==> config.mk <==
export PLATFORM = sky130hd
export DESIGN_NAME = best_chi2_rotation_select_unit
export DESIGN_NICKNAME = d
export VERILOG_FILES = /design/src/rtl/bcrs_pkg.sv /design/src/rtl/bcrs_regs.sv /design/src/rtl/bcrs_mul.sv /design/src/rtl/best_chi2_rotation_select_unit.sv
export SDC_FILE = /design/constraint.sdc
export NUM_CORES = 2
export LEC_CHECK = 0
export BUFFER_PORTS_ARGS = -buffer_cell sky130_fd_sc_hd__buf_2
export CORE_MARGIN = 2
export CORE_UTILIZATION = 30
export DETAILED_ROUTE_END_ITERATION = 12
export PLACE_DENSITY_LB_ADDON = 0.08
export SYNTH_ARGS = -nofsm -noshare
export SYNTH_HDL_FRONTEND = slang
export SYNTH_SLANG_ARGS = --single-unit
==> constraint.sdc <==
create_clock -name i_clk -period 26.2 [get_ports i_clk]
set_input_delay 5.24 -clock i_clk [delete_from_list [all_inputs] [get_ports i_clk]]
set_output_delay 5.24 -clock i_clk [all_outputs]
set_load 0.02 [all_outputs]
==> src/rtl/bcrs_pkg.sv <==
// ---------------------------------------------------------------------------
// bcrs_pkg: shared types and constants of the best chi2 rotation selector
// Widths, register indexes, register reset values, config struct, FSM states.
// ---------------------------------------------------------------------------
`default_nettype none

package bcrs_pkg;

    localparam int ROTATIONS  = 3;
    localparam int MASS_BITS  = 18;
    localparam int WEIGHT_BITS = 32;
    localparam int ROT_BITS   = (ROTATIONS > 1) ? $clog2(ROTATIONS) : 1;
    localparam int OPND_BITS  = 32;
    localparam int SQ_BITS    = 2 * OPND_BITS;
    localparam int NUM_REGS   = 8;
    localparam int IDX_BITS   = $clog2(NUM_REGS);

    localparam logic [ROT_BITS-1:0] ROT_LAST = ROT_BITS'(ROTATIONS - 1);

    localparam logic [IDX_BITS-1:0] REG_PI0_MASS      = IDX_BITS'(0);
    localparam logic [IDX_BITS-1:0] REG_ETA_MASS      = IDX_BITS'(1);
    localparam logic [IDX_BITS-1:0] REG_PI0_INV_SIGMA = IDX_BITS'(2);
    localparam logic [IDX_BITS-1:0] REG_ETA_INV_SIGMA = IDX_BITS'(3);
    localparam logic [IDX_BITS-1:0] REG_PI0_WIN_LOW   = IDX_BITS'(4);
    localparam logic [IDX_BITS-1:0] REG_PI0_WIN_HIGH  = IDX_BITS'(5);
    localparam logic [IDX_BITS-1:0] REG_ETA_WIN_LOW   = IDX_BITS'(6);
    localparam logic [IDX_BITS-1:0] REG_ETA_WIN_HIGH  = IDX_BITS'(7);

    localparam logic [MASS_BITS-1:0] RST_PI0_MASS      = MASS_BITS'(8847);
    localparam logic [MASS_BITS-1:0] RST_ETA_MASS      = MASS_BITS'(35848);
    localparam logic [MASS_BITS-1:0] RST_PI0_INV_SIGMA = MASS_BITS'(25600);
    localparam logic [MASS_BITS-1:0] RST_ETA_INV_SIGMA = MASS_BITS'(5120);
    localparam logic [MASS_BITS-1:0] RST_PI0_WIN_LOW   = MASS_BITS'(8192);
    localparam logic [MASS_BITS-1:0] RST_PI0_WIN_HIGH  = MASS_BITS'(9503);
    localparam logic [MASS_BITS-1:0] RST_ETA_WIN_LOW   = MASS_BITS'(32768);
    localparam logic [MASS_BITS-1:0] RST_ETA_WIN_HIGH  = MASS_BITS'(39322);

    typedef struct packed {
        logic [MASS_BITS-1:0] pi0_mass;
        logic [MASS_BITS-1:0] eta_mass;
        logic [MASS_BITS-1:0] pi0_inv_sigma;
        logic [MASS_BITS-1:0] eta_inv_sigma;
        logic [MASS_BITS-1:0] pi0_win_low;
        logic [MASS_BITS-1:0] pi0_win_high;
        logic [MASS_BITS-1:0] eta_win_low;
        logic [MASS_BITS-1:0] eta_win_high;
    } t_cfg;

    typedef enum logic [2:0] {
        S_IDLE,
        S_ETA_PULL,
        S_ETA_SQ,
        S_PI0_PULL,
        S_PI0_SQ,
        S_DECIDE
    } t_state;

endpackage

`default_nettype wire

==> src/rtl/bcrs_regs.sv <==
// ---------------------------------------------------------------------------
// bcrs_regs: configuration register file
// Eight write-only registers loaded through a plain write port.
// ---------------------------------------------------------------------------
`default_nettype none

module bcrs_regs
    import bcrs_pkg::*;
(
    input  wire logic                 i_clk,
    input  wire logic                 i_rst_n,
    input  wire logic                 i_cfg_we,
    input  wire logic [IDX_BITS-1:0]  i_cfg_index,
    input  wire logic [MASS_BITS-1:0] i_cfg_data,
    output t_cfg                      o_cfg
);

    t_cfg r_cfg;

    always_ff @(posedge i_clk) begin
        if (!i_rst_n) begin
            r_cfg.pi0_mass      <= RST_PI0_MASS;
            r_cfg.eta_mass      <= RST_ETA_MASS;
            r_cfg.pi0_inv_sigma <= RST_PI0_INV_SIGMA;
            r_cfg.eta_inv_sigma <= RST_ETA_INV_SIGMA;
            r_cfg.pi0_win_low   <= RST_PI0_WIN_LOW;
            r_cfg.pi0_win_high  <= RST_PI0_WIN_HIGH;
            r_cfg.eta_win_low   <= RST_ETA_WIN_LOW;
            r_cfg.eta_win_high  <= RST_ETA_WIN_HIGH;
        end else if (i_cfg_we) begin
            case (i_cfg_index)
                REG_PI0_MASS:      r_cfg.pi0_mass      <= i_cfg_data;
                REG_ETA_MASS:      r_cfg.eta_mass      <= i_cfg_data;
                REG_PI0_INV_SIGMA: r_cfg.pi0_inv_sigma <= i_cfg_data;
                REG_ETA_INV_SIGMA: r_cfg.eta_inv_sigma <= i_cfg_data;
                REG_PI0_WIN_LOW:   r_cfg.pi0_win_low   <= i_cfg_data;
                REG_PI0_WIN_HIGH:  r_cfg.pi0_win_high  <= i_cfg_data;
                REG_ETA_WIN_LOW:   r_cfg.eta_win_low   <= i_cfg_data;
                REG_ETA_WIN_HIGH:  r_cfg.eta_win_high  <= i_cfg_data;
                default: ;
            endcase
        end
    end

    assign o_cfg = r_cfg;

endmodule

`default_nettype wire

==> src/rtl/bcrs_mul.sv <==
// ---------------------------------------------------------------------------
// bcrs_mul: shared registered multiplier
// One unsigned 32x32 product per enabled cycle, result registered.
// ---------------------------------------------------------------------------
`default_nettype none

module bcrs_mul
    import bcrs_pkg::*;
(
    input  wire logic                 i_clk,
    input  wire logic                 i_en,
    input  wire logic [OPND_BITS-1:0] i_a,
    input  wire logic [OPND_BITS-1:0] i_b,
    output logic      [SQ_BITS-1:0]   o_prod
);

    logic [SQ_BITS-1:0] r_prod;

    always_ff @(posedge i_clk) begin
        if (i_en) begin
            r_prod <= SQ_BITS'(i_a) * SQ_BITS'(i_b);
        end
    end

    assign o_prod = r_prod;

endmodule

`default_nettype wire

==> src/rtl/best_chi2_rotation_select_unit.sv <==
// ---------------------------------------------------------------------------
// best_chi2_rotation_select_unit: picks the lowest-chi2 rotation of an event
// Scores each rotation request and emits the chosen one after the last.
// ---------------------------------------------------------------------------
// Each event is ROTATIONS consecutive requests. A request is scored in full
// before the next can be accepted: one shared 32x32 multiplier is used four
// times in sequence (eta pull, its square, pi0 pull, its square), then a
// decide step sums, saturates and compares against the best so far. On the
// last rotation of an event the result is loaded into an output register;
// if that register still holds an untaken result, the block waits for it.
// The square of a pull of 2^32 or more, and the sum, saturate at 2^64-1.
// Configuration writes take effect at once and belong between requests,
// while o_in_ready is high; a write during scoring affects the later steps.
`default_nettype none

module best_chi2_rotation_select_unit
    import bcrs_pkg::*;
(
    input  wire logic                   i_clk,
    input  wire logic                   i_rst_n,
    input  wire logic                   i_cfg_we,
    input  wire logic [IDX_BITS-1:0]    i_cfg_index,
    input  wire logic [MASS_BITS-1:0]   i_cfg_data,
    input  wire logic                   i_in_valid,
    output logic                        o_in_ready,
    input  wire logic [MASS_BITS-1:0]   i_three_body_mass,
    input  wire logic [MASS_BITS-1:0]   i_photon_pair_mass,
    input  wire logic [MASS_BITS-1:0]   i_full_mass,
    input  wire logic [WEIGHT_BITS-1:0] i_event_weight,
    output logic                        o_out_valid,
    input  wire logic                   i_out_ready,
    output logic [MASS_BITS-1:0]        o_chosen_full_mass,
    output logic [WEIGHT_BITS-1:0]      o_chosen_weight,
    output logic                        o_kept
);

    t_cfg w_cfg;

    bcrs_regs u_regs (
        .i_clk       (i_clk),
        .i_rst_n     (i_rst_n),
        .i_cfg_we    (i_cfg_we),
        .i_cfg_index (i_cfg_index),
        .i_cfg_data  (i_cfg_data),
        .o_cfg       (w_cfg)
    );

    logic                 w_mul_en;
    logic [OPND_BITS-1:0] w_mul_a;
    logic [OPND_BITS-1:0] w_mul_b;
    logic [SQ_BITS-1:0]   w_prod;

    bcrs_mul u_mul (
        .i_clk  (i_clk),
        .i_en   (w_mul_en),
        .i_a    (w_mul_a),
        .i_b    (w_mul_b),
        .o_prod (w_prod)
    );

    t_state                r_state, n_state;
    logic [MASS_BITS-1:0]  r_m3, n_m3;
    logic [MASS_BITS-1:0]  r_m2, n_m2;
    logic [MASS_BITS-1:0]  r_mf, n_mf;
    logic [WEIGHT_BITS-1:0] r_w, n_w;
    logic                  r_eta_sat, n_eta_sat;
    logic                  r_pi0_sat, n_pi0_sat;
    logic [SQ_BITS-1:0]    r_eta_term, n_eta_term;
    logic [ROT_BITS-1:0]   r_rot_idx, n_rot_idx;
    logic [SQ_BITS-1:0]    r_best_score, n_best_score;
    logic [MASS_BITS-1:0]  r_best_full, n_best_full;
    logic [MASS_BITS-1:0]  r_best_m3, n_best_m3;
    logic [MASS_BITS-1:0]  r_best_m2, n_best_m2;
    logic [WEIGHT_BITS-1:0] r_best_w, n_best_w;
    logic                  r_out_valid, n_out_valid;
    logic [MASS_BITS-1:0]  r_out_full, n_out_full;
    logic [WEIGHT_BITS-1:0] r_out_w, n_out_w;
    logic                  r_out_kept, n_out_kept;

    logic [MASS_BITS-1:0]  w_eta_mag;
    logic [MASS_BITS-1:0]  w_pi0_mag;
    logic [SQ_BITS-1:0]    w_pi0_term;
    logic [SQ_BITS:0]      w_sum;
    logic [SQ_BITS-1:0]    w_chi2;
    logic                  w_take;
    logic                  w_last;
    logic                  w_out_free;
    logic [MASS_BITS-1:0]  w_sel_m3;
    logic [MASS_BITS-1:0]  w_sel_m2;

    assign w_eta_mag = (r_m3 >= w_cfg.eta_mass) ? (r_m3 - w_cfg.eta_mass)
                                                : (w_cfg.eta_mass - r_m3);
    assign w_pi0_mag = (r_m2 >= w_cfg.pi0_mass) ? (r_m2 - w_cfg.pi0_mass)
                                                : (w_cfg.pi0_mass - r_m2);

    assign w_pi0_term = r_pi0_sat ? '1 : w_prod;
    assign w_sum      = {1'b0, r_eta_term} + {1'b0, w_pi0_term};
    assign w_chi2     = w_sum[SQ_BITS] ? '1 : w_sum[SQ_BITS-1:0];
    assign w_take     = (r_rot_idx == '0) || (w_chi2 < r_best_score);
    assign w_last     = (r_rot_idx == ROT_LAST);
    assign w_out_free = !r_out_valid || i_out_ready;
    assign w_sel_m3   = w_take ? r_m3 : r_best_m3;
    assign w_sel_m2   = w_take ? r_m2 : r_best_m2;

    always_comb begin
        n_state      = r_state;
        n_m3         = r_m3;
        n_m2         = r_m2;
        n_mf         = r_mf;
        n_w          = r_w;
        n_eta_sat    = r_eta_sat;
        n_pi0_sat    = r_pi0_sat;
        n_eta_term   = r_eta_term;
        n_rot_idx    = r_rot_idx;
        n_best_score = r_best_score;
        n_best_full  = r_best_full;
        n_best_m3    = r_best_m3;
        n_best_m2    = r_best_m2;
        n_best_w     = r_best_w;
        n_out_valid  = r_out_valid;
        n_out_full   = r_out_full;
        n_out_w      = r_out_w;
        n_out_kept   = r_out_kept;
        w_mul_en     = 1'b0;
        w_mul_a      = OPND_BITS'(w_eta_mag);
        w_mul_b      = OPND_BITS'(w_cfg.eta_inv_sigma);

        if (r_out_valid && i_out_ready) begin
            n_out_valid = 1'b0;
        end

        case (r_state)
            S_IDLE: begin
                if (i_in_valid) begin
                    n_m3    = i_three_body_mass;
                    n_m2    = i_photon_pair_mass;
                    n_mf    = i_full_mass;
                    n_w     = i_event_weight;
                    n_state = S_ETA_PULL;
                end
            end
            S_ETA_PULL: begin
                w_mul_en = 1'b1;
                n_state  = S_ETA_SQ;
            end
            S_ETA_SQ: begin
                w_mul_en  = 1'b1;
                w_mul_a   = w_prod[OPND_BITS-1:0];
                w_mul_b   = w_prod[OPND_BITS-1:0];
                n_eta_sat = (w_prod[SQ_BITS-1:OPND_BITS] != '0);
                n_state   = S_PI0_PULL;
            end
            S_PI0_PULL: begin
                w_mul_en   = 1'b1;
                w_mul_a    = OPND_BITS'(w_pi0_mag);
                w_mul_b    = OPND_BITS'(w_cfg.pi0_inv_sigma);
                n_eta_term = r_eta_sat ? '1 : w_prod;
                n_state    = S_PI0_SQ;
            end
            S_PI0_SQ: begin
                w_mul_en  = 1'b1;
                w_mul_a   = w_prod[OPND_BITS-1:0];
                w_mul_b   = w_prod[OPND_BITS-1:0];
                n_pi0_sat = (w_prod[SQ_BITS-1:OPND_BITS] != '0);
                n_state   = S_DECIDE;
            end
            S_DECIDE: begin
                if (!w_last || w_out_free) begin
                    if (w_take) begin
                        n_best_score = w_chi2;
                        n_best_full  = r_mf;
                        n_best_m3    = r_m3;
                        n_best_m2    = r_m2;
                        n_best_w     = r_w;
                    end
                    if (w_last) begin
                        n_rot_idx    = '0;
                        n_best_score = '1;
                        n_out_valid  = 1'b1;
                        n_out_full   = w_take ? r_mf : r_best_full;
                        n_out_w      = w_take ? r_w : r_best_w;
                        n_out_kept   = (w_sel_m3 >= w_cfg.eta_win_low)
                                    && (w_sel_m3 <= w_cfg.eta_win_high)
                                    && (w_sel_m2 >= w_cfg.pi0_win_low)
                                    && (w_sel_m2 <= w_cfg.pi0_win_high);
                    end else begin
                        n_rot_idx = r_rot_idx + 1'b1;
                    end
                    n_state = S_IDLE;
                end
            end
            default: n_state = S_IDLE;
        endcase
    end

    always_ff @(posedge i_clk) begin
        if (!i_rst_n) begin
            r_state      <= S_IDLE;
            r_rot_idx    <= '0;
            r_best_score <= '1;
            r_best_full  <= '0;
            r_best_m3    <= '0;
            r_best_m2    <= '0;
            r_best_w     <= '0;
            r_out_valid  <= 1'b0;
        end else begin
            r_state      <= n_state;
            r_rot_idx    <= n_rot_idx;
            r_best_score <= n_best_score;
            r_best_full  <= n_best_full;
            r_best_m3    <= n_best_m3;
            r_best_m2    <= n_best_m2;
            r_best_w     <= n_best_w;
            r_out_valid  <= n_out_valid;
        end
    end

    always_ff @(posedge i_clk) begin
        r_m3       <= n_m3;
        r_m2       <= n_m2;
        r_mf       <= n_mf;
        r_w        <= n_w;
        r_eta_sat  <= n_eta_sat;
        r_pi0_sat  <= n_pi0_sat;
        r_eta_term <= n_eta_term;
        r_out_full <= n_out_full;
        r_out_w    <= n_out_w;
        r_out_kept <= n_out_kept;
    end

    assign o_in_ready         = (r_state == S_IDLE);
    assign o_out_valid        = r_out_valid;
    assign o_chosen_full_mass = r_out_full;
    assign o_chosen_weight    = r_out_w;
    assign o_kept             = r_out_kept;

    a_accept_starts: assert property (@(posedge i_clk) disable iff (!i_rst_n)
        (i_in_valid && o_in_ready) |=> (r_state == S_ETA_PULL))
        else $error("accepted request did not start scoring");

    a_rot_idx_range: assert property (@(posedge i_clk) disable iff (!i_rst_n)
        (r_rot_idx <= ROT_LAST))
        else $error("rotation index out of range");

    a_out_from_decide: assert property (@(posedge i_clk) disable iff (!i_rst_n)
        $rose(o_out_valid) |-> ($past(r_state) == S_DECIDE && $past(w_last)))
        else $error("result raised outside the last decide step");

    a_event_reset: assert property (@(posedge i_clk) disable iff (!i_rst_n)
        $rose(o_out_valid) |-> (r_rot_idx == '0 && r_best_score == '1))
        else $error("event state not cleared after result");

endmodule

`default_nettype wire
Word level (Yosys, flattened, before mapping)
Index checks and enable logic that the tools add are counted. Widths: inputs -> output; s select.

Add/subtract/negate cells: 6. Multiply operators: 1. Order comparisons: 7. Equality and inequality tests: 15. Multiplexer cells: 21. Reductions and logical operators: 29.

Operator list (number): $mux 64 (4); $pmux 32 s2 (2); $mux 18 (5); $ge 18x18->1 (4); $sub 18x18->18 (4); $add 64x64->65 (1); $lt 64x64->1 (1); $mul 32x32->64 (1); $le 18x18->1 (2); $mux 32 (1); $reduce_bool 32->1 (1); $reduce_and 2->1 (11); $eq 3x3->1 const B (6); $pmux 3 s6 (1); $eq 3x2->1 const B (4); $eq 3x1->1 const B (2); $logic_not 3->1 (2); $mux 3 (2); $reduce_and 3->1 (2); $mux 1 (5); $logic_and 1x1->1 (4); $ne 2x2->1 const B (2); $reduce_or 4->1 (1); $logic_or 1x1->1 (3); other kinds (7) (8).

Register bits after elaboration: 567. Input port bits: 112. Output and inout bits: 53. Logic and storage cells: 106.

Depth between registers and ports, before layout
Depth in word-level cells: 10. Depth in mapped cells: 43. Depth with buffers taken out: 39.

Cells and area by module
A second synthesis with hierarchy kept.

Cells, all modules: 7144. Area total of the unflattened synthesis: 66312.3 µm².

By module, submodules not included: bcrs_mul (times used 1, cells each 3732, area each 35123.7 µm², sequential area each 1921.8 µm²); best_chi2_rotation_select_unit (times used 1, cells each 2897, area each 25778.5 µm², sequential area each 9218.8 µm²); bcrs_regs (times used 1, cells each 515, area each 5410.2 µm², sequential area each 2882.8 µm²).

Worst setup path after synthesis
Ideal clock, no wire load.

Path type: flip-flop to flip-flop. From: register r_state[1]. To: register u_mul.r_prod[39] (netlist: u_mul.o_prod[39]), data pin. Setup time: 0.263 ns. Data arrival time: 10.496 ns. Required time: 25.937 ns. Path slack: 15.441 ns. Stages on the path, launching flop included: 33. Path buffers: 4. Period minus slack after synthesis: 10.759 ns. Path through: dfxtp_1 -> clkbuf_1 -> nor2b_1 -> nand2_1 -> inv_1 -> buf_1 -> buf_1 -> a21oi_1 -> buf_2 -> nor2_1 -> fa_1 -> fa_1 -> fa_1 -> inv_1 -> fa_1 -> inv_1 -> ha_1 -> ha_1 -> fa_1 -> inv_1 -> fa_1 -> inv_1 -> ha_1 -> a2111o_1 -> or3_1 -> o211ai_1 -> o21ai_0 -> a31oi_1 -> o21ai_0 -> a21oi_1 -> nor3_1 -> a311oi_1 -> xnor2_1.

Word-level cells in the longest chain between the ends: 4. Elaborated cells on any way between the ends: 7. Classes of those cells: mul: 1; eq/ne: 3; mux: 2; reduce/logical: 1.

Ends and longest elaborated chain: start: declaration (RTL line best_chi2_rotation_select_unit.sv:61) `t_state r_state, n_state;`; start signal: assignment (RTL line best_chi2_rotation_select_unit.sv:207) `r_state <= n_state;`; $eq 3x3->1 or $eq 3x2->1 (tied branches) (RTL line best_chi2_rotation_select_unit.sv:132) `case (r_state)`; $reduce_or 2->1 (no line); $pmux 32 s2 (RTL line best_chi2_rotation_select_unit.sv:132); $mul 32x32->64 * (RTL line bcrs_mul.sv:21) `r_prod <= SQ_BITS'(i_a) * SQ_BITS'(i_b);`; end signal: assignment (RTL line bcrs_mul.sv:21); end: declaration (RTL line bcrs_mul.sv:17) `logic [SQ_BITS-1:0] r_prod;`.

Mark *: on every way between the ends. The rest lies on a longest branch, timed or not. A chain may end at the register's enable or synchronous reset.

Worst setup path after layout
From: register r_m3[7]. To: register u_mul.r_prod[63] (netlist: u_mul.o_prod[63]), data pin.

Word-level cells in the longest chain between the ends: 4. Elaborated cells on any way between the ends: 6. Classes of those cells: add/sub: 2; mul: 1; order compare: 1; mux: 2.

Ends and longest elaborated chain: start: declaration (RTL line best_chi2_rotation_select_unit.sv:62) `logic [MASS_BITS-1:0] r_m3, n_m3;`; start signal: assignment (RTL line best_chi2_rotation_select_unit.sv:219) `r_m3 <= n_m3;`; $sub 18x18->18 (tied with other cells) (RTL line best_chi2_rotation_select_unit.sv:92) `: (w_cfg.eta_mass - r_m3);`; $mux 18 * (RTL line best_chi2_rotation_select_unit.sv:91) `assign w_eta_mag = (r_m3 >= w_cfg.eta_mass) ? (r_m3 - w_cfg.eta_mass)`; $pmux 32 s2 * (RTL line best_chi2_rotation_select_unit.sv:132); $mul 32x32->64 * (RTL line bcrs_mul.sv:21).

Marked as above.

==> impl_summary.txt <==
----------------------------------------------------
[Placement]
  Post-detailed-placement half-perimeter wirelength ... 175 mm
  IO Port Bufs ... 164
  Placer's final routability congestion estimate ... 0.856

[Timing]
  Crit share post-route ... 0.477
  Worst slew slack as a fraction of its limit ... 0.291
  Minimum clock period ... 12.49 ns
  Timing-limited maximum frequency ... around 80 MHz
  Slew @ Worst Pin ... roughly 1.1 ns
  Unrepaired setup endpoints after global routing ... no
  Setup Skew ... around 0.067 ns
  Final number of hold-violating endpoints ... 0
  Setup tns final ... 0 ns
  Max Slew Vio Count ... 0
  Final setup violation count ... 0

[Synthesis]
  Average cell area after synthesis ... around 9.1 µm²
  Count of flip-flops with a built-in enable after synthesis ... roughly 270
  Portion of the post-synthesis area used by sequential elements ... 0.217
  Post-synthesis instance area ... 64500 µm²
  Total of warnings raised by yosys ... 0
  Synthesized netlist cell count ... 7127
  Proportion of synthesized flip-flops having asynchronous set or reset ... 0
  Synth cell types ... between 90 and 100
  Flops & latches, synth ... about 570
  Number of nets in the synthesized netlist ... just under 9000
  Main synth FF type ... dfxtp_1

[GRT]
  Pin count of the biggest net entering global routing ... just over 90
  Wire length of the first global-routing pass ... between 300 and 400 mm
  GRT Residual Overflow ... 0
  Number of global-route vias before repair ... between 50000 and 60000
  All-layer global routing usage ... 0.213
  Antenna violations before repair ... 13

[CTS]
  Maximum level of the CTS H-tree ... 3
  Clock transition at path regs ... approximately 0.06 ns
  CTS buffer count ... 74
  Largest buffer count on any clock path ... 3
  Hold-fix buffers, CTS ... 0
  CTS sink count ... about 570
  CTS tree ... built
  Root Driver ... clkbuf_16
  Post-CTS setup-driven buffer insertion count ... 0
  Resized Gates After CTS ... 0
  Clock latency of the later-clocked register in the worst-skew pair ... about 0.73 ns

[Floorplanning]
  DIE AREA ... between 200000 and 250000 µm²
  DIE HEIGHT ... approximately 470 µm
  Width of the die ... between 400 and 500 µm
  Floorplan core area ... 214000 µm²
  Starting density of the core ... 0.301
  I/O pin total ... ~170
  Count of standard-cell rows ... 170

[Setup path]
  R2R setup slack ... about 14 ns
  Data arrival time at the worst-slack endpoint ... approximately 13 ns
  Largest stage delay, worst path ... ~0.84 ns
  Slowest CP cell ... and3_1
  Highest fanout seen on the critical path ... 23
  Most common cell on crit path ... fa_1
  Type of element launching the critical path ... flop
  Required time worst endpoint ... approximately 27 ns
  Critical setup path kind ... reg2reg
  Critical path endpoint category ... flop

[Cells and area]
  Footprint of the multi-input gates ... about 44000 µm²
  Final net count ... about 8600
  Proportion of layout cells with a drive suffix above 1 ... 0.101
  Total of fill cells in the finished design ... 22400
  Area taken by flip-flops and latches ... about 14000 µm²
  Post-synthesis to final-layout area growth ... 10.1%

[Routing]
  Post-DRT Antenna Nets ... 0
  Final routed wirelength across all metal layers ... about 230 mm
  Post-route DRC violation count ... 0
  Number of DRC markers after the initial detailed-route iteration ... approximately 3100
  Routed via count ... a little under 50000
  Number of search-and-repair iterations in the first detailed-routing pass ... 5
  Via-per-instance ratio ... slightly below 5
  Detail-routed net length per standard cell ... approximately 23 µm

[Worst hold path]
  Tightest Hold Check Type ... reg2reg

[Flow run]
  MaxCap Viol Count ... 0

[Outcome]
  Result of the run ... complete, no violations

----------------------------------------------------
metal layers:
metal	track usage	vias to the layer above	share of wire
met4	0.0427	0	0.021
met5	0	-	0
met3	0.0251	220	0.042
met2	0.363	1041	0.48
li1	-	22900	-
met1	0.290	25000	0.46
logic make-up after synthesis:
group,synth area share
AO/OA/AOI/OAI,0.117
XOR/XNOR,0.0205
adder cells (fa/ha/maj),0.375
buffers and inverters,0.100
flip-flops,0.217
multiplexers,0.0189
AND/OR/NAND/NOR,0.152
worst paths after layout:
path	from	to	cells past startpoint
worst max-delay path	r_m3[7]	u_mul.o_prod[63]	35
worst min-delay path	r_best_m3[1]	r_best_m3[1]	2
worst max register to register	r_m3[7]	u_mul.o_prod[63]	35
worst min register to register	r_best_m3[1]	r_best_m3[1]	2
flip-flops by register name, indices dropped and copies added (netlist names), 32 cells and up:
register and cells:
r_best_w 32, r_eta_term 64, u_mul.o_prod 64, u_regs.o_cfg 144, o_chosen_weight 32, r_best_score 64, r_w 32
layout make-up:
type	instances	area share
Multi-Input combinational cell	4891	0.624
Sequential cell	567	0.197
Inverter	1307	0.0691
Tap cell	2838	0.0500
Clock buffer	95	0.0286
Timing Repair Buffer	282	0.0242
Clock inverter	38	0.00657
Antenna cell	3	0.000106
cells in the mapped netlist (18+ instances only):
cell type | instances | area share
inv_1 | 1304 | 0.076
fa_1 | 877 | 0.27
nand2_1 | 822 | 0.048
ha_1 | 529 | 0.10
nor2_1 | 476 | 0.028
dfxtp_1 | 300 | 0.093
edfxtp_1 | 267 | 0.12
a21oi_1 | 263 | 0.020
clkbuf_1 | 252 | 0.015
o21ai_0 | 220 | 0.017
nand3_1 | 143 | 0.011
or2_2 | 142 | 0.014
a21boi_0 | 120 | 0.014
nand2b_1 | 110 | 0.011
a21o_1 | 109 | 0.013
xnor2_1 | 93 | 0.013
mux2_2 | 88 | 0.015
nor3_1 | 73 | 0.0057
nand4_1 | 64 | 0.0062
a31oi_1 | 60 | 0.0058
and2_1 | 60 | 0.0058
and3_1 | 58 | 0.0056
xor2_1 | 56 | 0.0076
buf_2 | 51 | 0.0040
o211ai_1 | 48 | 0.0056
o21bai_1 | 43 | 0.0050
nor3b_1 | 41 | 0.0048
a211oi_1 | 37 | 0.0043
o21a_1 | 26 | 0.0030
a22o_1 | 23 | 0.0031
nor2b_1 | 23 | 0.0022
mux2i_1 | 19 | 0.0029
or3_1 | 19 | 0.0018
a221o_1 | 18 | 0.0028
buf_1 | 18 | 0.0010
clkbuf_2 | 18 | 0.0014
metrics by stage:
| step | utilization | std cells | setup slack (ns) | hold slack [ns] | instance area [µm²] |
|---|---|---|---|---|---|
| floorplan | - | 7127 | 15.44 | 0.432 | 64500 |
| global placement | 0.320 | 9885 | 13.93 | 0.440 | 68500 |
| detailed placement | 0.320 | 9885 | 13.86 | 0.448 | 68500 |
| CTS | 0.332 | 10000 | 13.78 | 0.457 | 71000 |
| global route | 0.332 | 10000 | 13.17 | 0.472 | 71000 |
| finish | 0.332 | 10000 | 13.71 | 0.451 | 71000 |
worst max-delay path: cells and delay by family, from the launching register on:
kind / cells / cell delay (ns)
buffers and inverters: 6 / 0.32
adder cells (fa/ha/maj): 10 / 5.08
multiplexers: 1 / 0.29
AO/OA/AOI/OAI: 6 / 2.29
flip-flops: 1 / 0.41
AND/OR/NAND/NOR: 12 / 3.90
cell usage in the layout (no fill, tap or decap), types with 18 or more instances in the layout:
cell type  instances
dfxtp_1          299
buf_2            163
or2_2            142
nand2_1          822
inv_1           1302
o21ai_0          219
xor2_1            56
nor3b_1           41
a21o_1           109
ha_1             529
fa_1             877
and3_1            57
nor2_1           469
mux2_2            88
a211oi_1          36
edfxtp_1         267
a31oi_1           59
a21boi_0         120
o21bai_1          43
o211ai_1          48
a22o_1            23
nor2b_1           20
and2_1            59
nor3_1            71
xnor2_1           93
or3_1             19
o21a_1            26
mux2i_1           18
clkbuf_16         76
nand4_1           64
a21oi_1          256
buf_4            118
nand3_1          142
nand2b_1         110
Power is left out: the tool's default activity adds up to more than one toggle a clock period on the data nets, which glitch-free logic cannot reach.
